--- src/rtl/core/ffba_pkg.sv ---
// ============================================================================
// ffba_pkg: shared types and constants of the first-fit block allocator
// Heap geometry, field widths, command and status bundles between the
// controller and the datapath, and the codes that travel in them.
// ============================================================================
`default_nettype none

package ffba_pkg;

    // Heap geometry: one tag word per 8 bytes
    localparam int HEAP_BYTES = 1024;
    localparam int HEAP_WORDS = HEAP_BYTES / 8;
    localparam int WORD_AW    = $clog2(HEAP_WORDS);
    localparam int FLAG_W     = 3;
    localparam int TAG_W      = $clog2(HEAP_BYTES) + 1;
    localparam int SIZE_W     = TAG_W - FLAG_W;

    // Stream field widths
    localparam int REQ_W      = 11;
    localparam int OFS_W      = 10;
    localparam int S_TDATA_W  = 24;
    localparam int M_TDATA_W  = 16;

    // Internal arithmetic widths, in tag words
    localparam int TAG_WORDS  = 2;
    localparam int NEED_W     = REQ_W - FLAG_W + 2;
    localparam int REL_W      = OFS_W - FLAG_W;
    localparam int ADDR_W     = (WORD_AW + 2 > REL_W) ? WORD_AW + 2 : REL_W;
    localparam int CMP_W      = ((NEED_W > SIZE_W) ? NEED_W : SIZE_W) + 1;

    // Tag flag patterns
    localparam logic [FLAG_W-1:0] TAKEN_FLAGS = 3'b001;
    localparam logic [FLAG_W-1:0] CLEAR_FLAGS = 3'b000;

    // Operation codes
    localparam logic OP_ALLOC   = 1'b0;
    localparam logic OP_RELEASE = 1'b1;

    // Read address sources
    typedef logic [1:0] rd_src_t;
    localparam rd_src_t RD_ZERO = 2'd0;
    localparam rd_src_t RD_NEXT = 2'd1;
    localparam rd_src_t RD_REL  = 2'd2;

    // Write address and value sources
    typedef logic [2:0] wr_src_t;
    localparam wr_src_t WR_HDR  = 3'd0;
    localparam wr_src_t WR_FTR  = 3'd1;
    localparam wr_src_t WR_RHDR = 3'd2;
    localparam wr_src_t WR_RFTR = 3'd3;
    localparam wr_src_t WR_REL  = 3'd4;

    // Result kinds
    typedef logic [1:0] res_kind_t;
    localparam res_kind_t RES_FAIL  = 2'd0;
    localparam res_kind_t RES_ALLOC = 2'd1;
    localparam res_kind_t RES_REL   = 2'd2;

    // Controller to datapath
    typedef struct packed {
        logic      capture;
        logic      rd_en;
        rd_src_t   rd_src;
        logic      wr_en;
        wr_src_t   wr_src;
        logic      latch_size;
        logic      load_out;
        res_kind_t res_kind;
    } ffba_cmd_t;

    // Datapath to controller
    typedef struct packed {
        logic op_release;
        logic rel_ok;
        logic fit;
        logic chain_end;
        logic split;
    } ffba_sts_t;

endpackage

`default_nettype wire

--- src/rtl/core/first_fit_block_allocator_top.sv ---
// ============================================================================
// first_fit_block_allocator_top: first-fit heap allocator with boundary tags
// Allocates and releases payload blocks of a fixed heap, one word at a time.
// ============================================================================
// Each input word is an allocate (s_tuser 0) or a release (s_tuser 1) and
// gives exactly one result word. An allocate walks the block headers from
// the start of the heap, one header per cycle out of the tag memory read
// port. A granted allocate then writes the header and footer of the taken
// block, and a granted split also writes the header and footer of the
// remainder; a failed allocate goes to its result when the walk ends.
// Blocks are at least 16 bytes, so at most HEAP_BYTES/16 headers are visited.
// A release reads its header and writes it back with the flags clear; a
// rejected one goes from decode straight to its result. The input is ready
// again in the cycle after the result is loaded. The result sits in an
// output register, so a new word is taken while the previous result still
// waits on m_tready; the next result then waits until that one is taken.
// After reset the heap is one free block at once; there is no clearing pass.
// Releases clear the taken flag of the header only and never merge neighbors.
`default_nettype none

module first_fit_block_allocator_top (
    input  wire logic                             aclk,
    input  wire logic                             aresetn,
    input  wire logic                             s_tvalid,
    output logic                                  s_tready,
    input  wire logic [ffba_pkg::S_TDATA_W-1:0]   s_tdata,  // request_bytes[10:0], release_offset[20:11]
    input  wire logic                             s_tuser,  // op
    output logic                                  m_tvalid,
    input  wire logic                             m_tready,
    output logic      [ffba_pkg::M_TDATA_W-1:0]   m_tdata,  // payload_offset[9:0]
    output logic                                  m_tuser   // granted
);

    ffba_pkg::ffba_cmd_t cmd;
    ffba_pkg::ffba_sts_t sts;

    ffba_ctrl u_ctrl (
        .aclk     (aclk),
        .aresetn  (aresetn),
        .s_tvalid (s_tvalid),
        .s_tready (s_tready),
        .m_tvalid (m_tvalid),
        .m_tready (m_tready),
        .sts      (sts),
        .cmd      (cmd)
    );

    ffba_dpath u_dpath (
        .aclk     (aclk),
        .aresetn  (aresetn),
        .s_tdata  (s_tdata),
        .s_tuser  (s_tuser),
        .cmd      (cmd),
        .sts      (sts),
        .m_tdata  (m_tdata),
        .m_tuser  (m_tuser)
    );

endmodule

`default_nettype wire

--- src/rtl/core/ffba_dpath.sv ---
// ============================================================================
// ffba_dpath: allocator datapath
// Tag memory with valid bits, walk pointer, request decode, split math and
// the result register.
// ============================================================================
`default_nettype none

module ffba_dpath (
    input  wire logic                             aclk,
    input  wire logic                             aresetn,
    input  wire logic [ffba_pkg::S_TDATA_W-1:0]   s_tdata,
    input  wire logic                             s_tuser,
    input  wire ffba_pkg::ffba_cmd_t              cmd,
    output ffba_pkg::ffba_sts_t                   sts,
    output logic      [ffba_pkg::M_TDATA_W-1:0]   m_tdata,
    output logic                                  m_tuser
);

    localparam int WA = ffba_pkg::WORD_AW;
    localparam int AW = ffba_pkg::ADDR_W;
    localparam int FW = ffba_pkg::FLAG_W;

    // Tag store
    logic [ffba_pkg::TAG_W-1:0]      tag_mem [ffba_pkg::HEAP_WORDS];
    logic [ffba_pkg::HEAP_WORDS-1:0] tag_vld_reg;
    logic [ffba_pkg::TAG_W-1:0]      rd_data_reg;
    logic                            rd_vld_reg;
    logic [WA-1:0]                   rd_addr_reg;

    // Item state
    logic                            op_reg;
    logic [ffba_pkg::NEED_W-1:0]     need_w_reg;
    logic [ffba_pkg::REL_W-1:0]      rel_word_reg;
    logic                            rel_ok_reg;
    logic [WA-1:0]                   pos_reg;
    logic [ffba_pkg::SIZE_W-1:0]     size_reg;
    logic [ffba_pkg::OFS_W-1:0]      out_ofs_reg;
    logic                            out_grant_reg;

    logic [ffba_pkg::REQ_W-1:0]      in_req;
    logic [ffba_pkg::OFS_W-1:0]      in_rel;
    logic [ffba_pkg::REL_W-1:0]      in_rel_word;
    logic [ffba_pkg::REQ_W:0]        req_round;
    logic [ffba_pkg::TAG_W-1:0]      cur_tag;
    logic [ffba_pkg::SIZE_W-1:0]     cur_size;
    logic [AW-1:0]                   next_sum;
    logic [ffba_pkg::SIZE_W-1:0]     need_size;
    logic [ffba_pkg::SIZE_W-1:0]     rest_w;
    logic [ffba_pkg::SIZE_W-1:0]     taken_w;
    logic                            split;
    logic [AW-1:0]                   rd_addr;
    logic [AW-1:0]                   wr_addr;
    logic [ffba_pkg::TAG_W-1:0]      wr_tag;
    logic                            wr_fire;
    logic [31:0]                     alloc_ofs;

    // Decode the incoming word
    assign in_req      = s_tdata[ffba_pkg::REQ_W-1:0];
    assign in_rel      = s_tdata[ffba_pkg::REQ_W +: ffba_pkg::OFS_W];
    assign in_rel_word = in_rel[ffba_pkg::OFS_W-1:FW] - ffba_pkg::REL_W'(1);
    assign req_round   = {1'b0, in_req} + (ffba_pkg::REQ_W + 1)'(7);

    always_ff @(posedge aclk) begin
        if (cmd.capture) begin
            op_reg       <= s_tuser;
            need_w_reg   <= ffba_pkg::NEED_W'(req_round[ffba_pkg::REQ_W:FW])
                            + ffba_pkg::NEED_W'(ffba_pkg::TAG_WORDS);
            rel_word_reg <= in_rel_word;
            rel_ok_reg   <= (in_rel[ffba_pkg::OFS_W-1:FW] != '0)
                            && (in_rel[FW-1:0] == '0)
                            && (AW'(in_rel_word) < AW'(ffba_pkg::HEAP_WORDS));
        end
    end

    // Current tag: an entry never written reads as its reset value
    always_comb begin
        if (rd_vld_reg) begin
            cur_tag = rd_data_reg;
        end else if (rd_addr_reg == '0 || rd_addr_reg == WA'(ffba_pkg::HEAP_WORDS - 1)) begin
            cur_tag = ffba_pkg::TAG_W'(ffba_pkg::HEAP_BYTES);
        end else begin
            cur_tag = '0;
        end
    end

    assign cur_size  = cur_tag[ffba_pkg::TAG_W-1:FW];
    assign next_sum  = AW'(pos_reg) + AW'(cur_size);
    assign need_size = need_w_reg[ffba_pkg::SIZE_W-1:0];
    assign rest_w    = size_reg - need_size;
    assign split     = (ffba_pkg::CMP_W'(size_reg) - ffba_pkg::CMP_W'(need_w_reg))
                       > ffba_pkg::CMP_W'(ffba_pkg::TAG_WORDS);
    assign taken_w   = split ? need_size : size_reg;

    assign sts.op_release = (op_reg == ffba_pkg::OP_RELEASE);
    assign sts.rel_ok     = rel_ok_reg;
    assign sts.fit        = (cur_tag[FW-1:0] == ffba_pkg::CLEAR_FLAGS)
                            && (ffba_pkg::CMP_W'(cur_size) >= ffba_pkg::CMP_W'(need_w_reg));
    assign sts.chain_end  = (cur_size == '0) || (next_sum >= AW'(ffba_pkg::HEAP_WORDS));
    assign sts.split      = split;

    // Walk pointer
    always_ff @(posedge aclk) begin
        if (cmd.rd_en && cmd.rd_src == ffba_pkg::RD_ZERO) begin
            pos_reg <= '0;
        end else if (cmd.rd_en && cmd.rd_src == ffba_pkg::RD_NEXT) begin
            pos_reg <= next_sum[WA-1:0];
        end
        if (cmd.latch_size) begin
            size_reg <= cur_size;
        end
    end

    // Select read address
    always_comb begin
        unique case (cmd.rd_src)
            ffba_pkg::RD_ZERO: rd_addr = '0;
            ffba_pkg::RD_NEXT: rd_addr = next_sum;
            ffba_pkg::RD_REL:  rd_addr = AW'(rel_word_reg);
            default:           rd_addr = '0;
        endcase
    end

    // Select write address and tag
    always_comb begin
        unique case (cmd.wr_src)
            ffba_pkg::WR_HDR: begin
                wr_addr = AW'(pos_reg);
                wr_tag  = {taken_w, ffba_pkg::TAKEN_FLAGS};
            end
            ffba_pkg::WR_FTR: begin
                wr_addr = AW'(pos_reg) + AW'(taken_w) - AW'(1);
                wr_tag  = {taken_w, ffba_pkg::TAKEN_FLAGS};
            end
            ffba_pkg::WR_RHDR: begin
                wr_addr = AW'(pos_reg) + AW'(need_size);
                wr_tag  = {rest_w, ffba_pkg::CLEAR_FLAGS};
            end
            ffba_pkg::WR_RFTR: begin
                wr_addr = AW'(pos_reg) + AW'(size_reg) - AW'(1);
                wr_tag  = {rest_w, ffba_pkg::CLEAR_FLAGS};
            end
            ffba_pkg::WR_REL: begin
                wr_addr = AW'(rel_word_reg);
                wr_tag  = {cur_size, ffba_pkg::CLEAR_FLAGS};
            end
            default: begin
                wr_addr = '0;
                wr_tag  = '0;
            end
        endcase
    end

    assign wr_fire = cmd.wr_en && (wr_addr < AW'(ffba_pkg::HEAP_WORDS));

    // Tag memory: one write, one registered read
    always_ff @(posedge aclk) begin
        if (wr_fire) begin
            tag_mem[wr_addr[WA-1:0]] <= wr_tag;
        end
        if (cmd.rd_en) begin
            rd_data_reg <= tag_mem[rd_addr[WA-1:0]];
            rd_vld_reg  <= tag_vld_reg[rd_addr[WA-1:0]];
            rd_addr_reg <= rd_addr[WA-1:0];
        end
    end

    // Mark entries written since reset
    always_ff @(posedge aclk) begin
        if (!aresetn) begin
            tag_vld_reg <= '0;
        end else if (wr_fire) begin
            tag_vld_reg[wr_addr[WA-1:0]] <= 1'b1;
        end
    end

    // Result register
    assign alloc_ofs = (32'(pos_reg) + 32'd1) << FW;

    always_ff @(posedge aclk) begin
        if (cmd.load_out) begin
            case (cmd.res_kind)
                ffba_pkg::RES_ALLOC: begin
                    out_ofs_reg   <= alloc_ofs[ffba_pkg::OFS_W-1:0];
                    out_grant_reg <= 1'b1;
                end
                ffba_pkg::RES_REL: begin
                    out_ofs_reg   <= '0;
                    out_grant_reg <= 1'b1;
                end
                default: begin
                    out_ofs_reg   <= '0;
                    out_grant_reg <= 1'b0;
                end
            endcase
        end
    end

    assign m_tdata = ffba_pkg::M_TDATA_W'(out_ofs_reg);
    assign m_tuser = out_grant_reg;

    // A walk step never reads past the heap
    a_walk_in_range: assert property (@(posedge aclk) disable iff (!aresetn)
        (cmd.rd_en && cmd.rd_src == ffba_pkg::RD_NEXT)
        |-> (next_sum < AW'(ffba_pkg::HEAP_WORDS)))
        else $error("walk read beyond heap");

    // Footers of a granted block always land inside the heap
    a_footer_in_heap: assert property (@(posedge aclk) disable iff (!aresetn)
        (cmd.wr_en && (cmd.wr_src == ffba_pkg::WR_FTR || cmd.wr_src == ffba_pkg::WR_RFTR))
        |-> wr_fire)
        else $error("footer write outside heap");

    // A granted block was found large enough: its latched size covers the need
    a_fit_before_write: assert property (@(posedge aclk) disable iff (!aresetn)
        cmd.latch_size |=> (ffba_pkg::CMP_W'(size_reg) >= ffba_pkg::CMP_W'(need_w_reg)))
        else $error("latched block smaller than request");

endmodule

`default_nettype wire

--- src/rtl/core/ffba_ctrl.sv ---
// ============================================================================
// ffba_ctrl: allocator controller
// Sequences decode, header walk, tag writes and result hand-off, and owns
// the input ready and output valid.
// ============================================================================
`default_nettype none

module ffba_ctrl (
    input  wire logic                 aclk,
    input  wire logic                 aresetn,
    input  wire logic                 s_tvalid,
    output logic                      s_tready,
    output logic                      m_tvalid,
    input  wire logic                 m_tready,
    input  wire ffba_pkg::ffba_sts_t  sts,
    output ffba_pkg::ffba_cmd_t       cmd
);

    localparam logic [3:0] ST_IDLE    = 4'd0;
    localparam logic [3:0] ST_DECODE  = 4'd1;
    localparam logic [3:0] ST_REL_WR  = 4'd2;
    localparam logic [3:0] ST_WALK    = 4'd3;
    localparam logic [3:0] ST_WR_HDR  = 4'd4;
    localparam logic [3:0] ST_WR_FTR  = 4'd5;
    localparam logic [3:0] ST_WR_RHDR = 4'd6;
    localparam logic [3:0] ST_WR_RFTR = 4'd7;
    localparam logic [3:0] ST_OUT     = 4'd8;

    logic [3:0]          state_reg, state_next;
    ffba_pkg::res_kind_t kind_reg, kind_next;
    logic                m_tvalid_reg, m_tvalid_next;
    logic                out_free;

    assign out_free = !m_tvalid_reg || m_tready;
    assign s_tready = (state_reg == ST_IDLE);
    assign m_tvalid = m_tvalid_reg;

    // Next state and commands
    always_comb begin
        state_next     = state_reg;
        kind_next      = kind_reg;
        cmd            = '0;
        cmd.rd_src     = ffba_pkg::RD_ZERO;
        cmd.wr_src     = ffba_pkg::WR_HDR;
        cmd.res_kind   = kind_reg;
        unique case (state_reg)
            ST_IDLE: begin
                if (s_tvalid) begin
                    cmd.capture = 1'b1;
                    state_next  = ST_DECODE;
                end
            end
            ST_DECODE: begin
                if (sts.op_release) begin
                    if (sts.rel_ok) begin
                        cmd.rd_en  = 1'b1;
                        cmd.rd_src = ffba_pkg::RD_REL;
                        state_next = ST_REL_WR;
                    end else begin
                        kind_next  = ffba_pkg::RES_FAIL;
                        state_next = ST_OUT;
                    end
                end else begin
                    cmd.rd_en  = 1'b1;
                    cmd.rd_src = ffba_pkg::RD_ZERO;
                    state_next = ST_WALK;
                end
            end
            ST_REL_WR: begin
                cmd.wr_en  = 1'b1;
                cmd.wr_src = ffba_pkg::WR_REL;
                kind_next  = ffba_pkg::RES_REL;
                state_next = ST_OUT;
            end
            ST_WALK: begin
                if (sts.fit) begin
                    cmd.latch_size = 1'b1;
                    state_next     = ST_WR_HDR;
                end else if (sts.chain_end) begin
                    kind_next  = ffba_pkg::RES_FAIL;
                    state_next = ST_OUT;
                end else begin
                    cmd.rd_en  = 1'b1;
                    cmd.rd_src = ffba_pkg::RD_NEXT;
                end
            end
            ST_WR_HDR: begin
                cmd.wr_en  = 1'b1;
                cmd.wr_src = ffba_pkg::WR_HDR;
                state_next = ST_WR_FTR;
            end
            ST_WR_FTR: begin
                cmd.wr_en  = 1'b1;
                cmd.wr_src = ffba_pkg::WR_FTR;
                if (sts.split) begin
                    state_next = ST_WR_RHDR;
                end else begin
                    kind_next  = ffba_pkg::RES_ALLOC;
                    state_next = ST_OUT;
                end
            end
            ST_WR_RHDR: begin
                cmd.wr_en  = 1'b1;
                cmd.wr_src = ffba_pkg::WR_RHDR;
                state_next = ST_WR_RFTR;
            end
            ST_WR_RFTR: begin
                cmd.wr_en  = 1'b1;
                cmd.wr_src = ffba_pkg::WR_RFTR;
                kind_next  = ffba_pkg::RES_ALLOC;
                state_next = ST_OUT;
            end
            ST_OUT: begin
                // Hold the result until the output register frees up
                if (out_free) begin
                    cmd.load_out = 1'b1;
                    state_next   = ST_IDLE;
                end
            end
            default: begin
                state_next = ST_IDLE;
            end
        endcase
    end

    // Output valid: set on load, drop when the word is taken
    always_comb begin
        m_tvalid_next = m_tvalid_reg;
        if (cmd.load_out) begin
            m_tvalid_next = 1'b1;
        end else if (m_tready) begin
            m_tvalid_next = 1'b0;
        end
    end

    always_ff @(posedge aclk) begin
        if (!aresetn) begin
            state_reg    <= ST_IDLE;
            kind_reg     <= ffba_pkg::RES_FAIL;
            m_tvalid_reg <= 1'b0;
        end else begin
            state_reg    <= state_next;
            kind_reg     <= kind_next;
            m_tvalid_reg <= m_tvalid_next;
        end
    end

    // An accepted word always goes to decode next
    a_accept_decode: assert property (@(posedge aclk) disable iff (!aresetn)
        (s_tvalid && s_tready) |=> (state_reg == ST_DECODE))
        else $error("accepted word not decoded");

    // A result never overwrites one still waiting
    a_no_overwrite: assert property (@(posedge aclk) disable iff (!aresetn)
        cmd.load_out |-> out_free)
        else $error("result register overwritten");

    // A waiting result stays offered until it is taken
    a_valid_hold: assert property (@(posedge aclk) disable iff (!aresetn)
        (m_tvalid && !m_tready) |=> m_tvalid)
        else $error("result withdrawn before accept");

endmodule

`default_nettype wire

--- config.mk ---
export PLATFORM = sky130hd
export DESIGN_NAME = first_fit_block_allocator_top
export DESIGN_NICKNAME = d
export VERILOG_FILES = /design/src/rtl/core/ffba_pkg.sv /design/src/rtl/core/first_fit_block_allocator_top.sv /design/src/rtl/core/ffba_dpath.sv /design/src/rtl/core/ffba_ctrl.sv
export SDC_FILE = /design/constraint.sdc
export NUM_CORES = 2
export LEC_CHECK = 0
export ABC_AREA = 1
export BUFFER_PORTS_ARGS = -buffer_cell sky130_fd_sc_hd__buf_4
export CAP_MARGIN = 20
export CORE_MARGIN = 10
export CORE_UTILIZATION = 40
export DETAILED_ROUTE_END_ITERATION = 12
export SLEW_MARGIN = 20
export SYNTH_ARGS = -nofsm -noshare
export SYNTH_HDL_FRONTEND = slang
export SYNTH_SLANG_ARGS = --single-unit
export TNS_END_PERCENT = 10
--- constraint.sdc ---
create_clock -name aclk -period 9.2 [get_ports aclk]
set_input_delay 0.92 -clock aclk [delete_from_list [all_inputs] [get_ports aclk]]
set_output_delay 0.92 -clock aclk [all_outputs]
set_load 0.05 [all_outputs]
==> run metrics <==
Num CTS Buffers 141; final worst path period share 79.4%; worst skew pair latency 0.78 ns; WL met1 67100 um; core box area 148000 um2; Vias 39728; Port Buffer Count 35; CTS tree done; Worst Path Arrival 7.93 ns; Placement Cell Area 61100 um2; Post-Syn Area per Cell 11.0 um2; outcome complete, no violations; cell-internal power 11.2 mW; GRT Overall Usage 18.8%; hold buffers post-CTS 0; Max Slew Vio Count 0; pin count of the biggest net entering global routing 202; RSZ-0062 raised after global routing false; Power Density 239 nW/um2; global-route wire length before repair 237000 um; Row Count 141; DR iter-0 viols 3649; part of the power in registers 48.0%; Gate power share 15.5%; clock-pin slew on the worst setup and hold paths 0.06 ns; final setup vio count 0; setup_tns 0 ns; post-CTS sizing 0; RePlAce Congestion 0.924; max reg flops 1152; Synth Register Bits 1346; Final Hold Vio Count 0; Worst Tran Pin Value 1.12 ns; max-cap viol count 0; Max VDD drop 193 uV; Mapped Area 59300 um2; initial core utilization 40.2%; met3 wire len 10200 um; Routed Antenna Nets 0; WP data required 9.82 ns; Die Wd 405 um; clock share of power 36.5%; Syn-to-layout area delta 10.8%; height of the die 405 um; post-detailed-route wirelength per cell 21.5 um; postcts setup bufs 0; drt via density 5.39; skew final 0.0249 ns; Seq/Total Area, Yosys 65.7%; top cell type's share of synthesized area 60.9%; Final nets 5418; Top delay family on crit path simple AND/OR/NAND/NOR gates; vias in the first global route 37680; final wirelength 158000 um; number of synthesized flops with an enable pin 1204; proportion of layout cells with a drive suffix above 1 10.4%; Final min period 7.30 ns; metal2 WL 75200 um; Worst path slowest cell o21ai_0; total congestion overflow 0; maximum root-to-sink buffer count 3; Worst Path Buf+Inv 6; DRC 0; cells after synthesis 5411; critical path type register to register; dpl hpwl 90300 um; Root Driver clkbuf_16; Synth area leader edfxtp_1; Max Used Layer met5; 1st-pass router iterations 6; count of different cell masters after synthesis 54; Max Fclk 137 MHz; cell area after layout 65700 um2; P_leak 23.3 nW; slowest stage delay, CP 0.82 ns; Main synth FF type edfxtp_1; H-tree depth 4; Synth area leaders edfxtp_1, o21ai_0, dfxtp_1; Switch Pwr 4.47 mW; CP max FO 77; yosys warns 0; Sink Count 1346; IO Count 48; switching share of power 28.5%; Die Area 164000 um2; initial antenna violation count 1; worst rel slew slack 25.1%; ys async rst share 0%; CP startpoint kind register; CP Capture Type register; Hold Path Class input pin to register
==> worst register-to-register path, stage by stage, from the launching register on <==
cell	delay, ns
edfxtp_1	0.52
inv_1	0.10
o21ai_0	0.82
inv_1	0.29
ha_1	0.37
nand2_1	0.09
nor2_1	0.06
o211ai_1	0.09
o2111ai_1	0.21
nand2_1	0.17
nand4_1	0.29
inv_1	0.18
ha_1	0.44
inv_4	0.10
o22ai_4	0.48
nand2_8	0.41
inv_8	0.62
buf_12	0.39
o21ai_0	0.18
o22ai_1	0.20
nand2_1	0.09
nand3_1	0.12
nand3_1	0.19
nand3_1	0.26
nand3_1	0.27
nand2_1	0.19
==> layout make-up <==
| class | count | area [um2] |
|---|---|---|
| fillers | 13486 | 81900 |
| well taps | 1930 | 2410 |
| inverters | 562 | 2150 |
| diodes | 1 | 2.50 |
| multi-input cells | 3177 | 16700 |
| repair buffers | 91 | 862 |
| clock buffers | 202 | 4030 |
| flip-flops and latches | 1346 | 39000 |
| clock inverters | 57 | 611 |
==> cell families after synthesis <==
group | Yosys count | synth area share [%]
other | 1 | 0.00632
multiplexers | 1 | 0.0169
buffers and inverters | 897 | 6.57
AND/OR/NAND/NOR | 1752 | 13.4
flip-flops | 1346 | 65.7
XOR/XNOR | 21 | 0.310
AO/OA/AOI/OAI | 1323 | 12.5
adder cells (fa/ha/maj) | 70 | 1.54
==> Yosys cell counts (9+ instances only) <==
cell	instances
a21oi_1	195
a21oi_2	104
buf_1	24
buf_12	11
buf_2	87
buf_4	30
buf_6	17
clkbuf_1	166
dfxtp_1	142
edfxtp_1	1204
ha_1	65
inv_1	543
inv_2	16
nand2_1	555
nand2_2	9
nand3_1	371
nand3_2	103
nand4_1	12
nor2_1	654
nor2_2	10
nor3_1	11
o211ai_1	48
o21ai_0	726
o21ai_1	73
o221ai_1	9
o22ai_1	156
xnor2_1	9
xor2_1	12
==> final timing paths <==
| kind | end | start | slack (ns) | cells after the start |
|---|---|---|---|---|
| worst max register to register | u_dpath.rd_data_reg[4] | u_dpath.rd_vld_reg | 1.90 | 25 |
| worst min register to register | u_dpath.tag_vld_reg[93] | u_dpath.tag_vld_reg[93] | 0.45 | 2 |
| worst max-delay path | u_dpath.rd_data_reg[4] | u_dpath.rd_vld_reg | 1.90 | 25 |
| worst min-delay path | u_dpath.op_reg | s_tuser | 0.32 | 1 |
==> stage by stage <==
stage               hold WS (ns)  util [%]  setup WS (ns)  total power [mW]  std cells
finish                     0.324      44.5           1.90              15.7       7366
global route               0.298      44.5           1.44              16.2       7365
CTS                        0.271      44.5           2.03              15.7       7364
detailed placement         0.437      41.4           2.05              10.0       7105
global placement           0.433      41.4           2.09              10.0       7105
floorplan                  0.427         -           2.55              9.13       5420
==> routing by layer <==
layer	GRT usage, %	vias to the layer above
li1	-	18735
met1	24.7	19431
met2	30.9	1277
met3	3.22	283
met4	7.33	2
met5	0	-
==> cells in the final DEF, fill, tap and decap left out, types with 9 or more instances in the layout <==
master	netlist	routed
inv_1	543	542
clkbuf_1	166	41
nor2_1	654	652
buf_12	11	14
o21ai_0	726	726
xor2_1	12	12
o211ai_1	48	48
nand3_2	103	103
ha_1	65	65
nand4_1	12	12
edfxtp_1	1204	1204
nor3_1	11	11
nand2_1	555	551
dfxtp_1	142	142
a21oi_1	195	194
xnor2_1	9	9
inv_2	16	13
o22ai_1	156	156
nand2_2	9	12
clkinv_2	0	16
bufinv_16	0	9
clkbuf_16	0	147
a21oi_2	104	104
nor2_2	10	9
clkbuf_8	0	14
o21ai_1	73	73
buf_4	30	76
clkinv_1	1	20
conb_1	1	10
nand3_1	371	371
==> power groups by stage <==
| stage | clock, mW | combinational (mW) | sequential (mW) |
|---|---|---|---|
| final | 5.73 | 2.43 | 7.53 |
| after global routing | 6.07 | 2.61 | 7.54 |
| after global placement | 0 | 2.35 | 7.66 |
| after floorplan | 0 | 1.29 | 7.84 |
| after detailed placement | 0 | 2.38 | 7.66 |
| after CTS | 5.81 | 2.39 | 7.53 |
(Power assumes the default switching activity.)
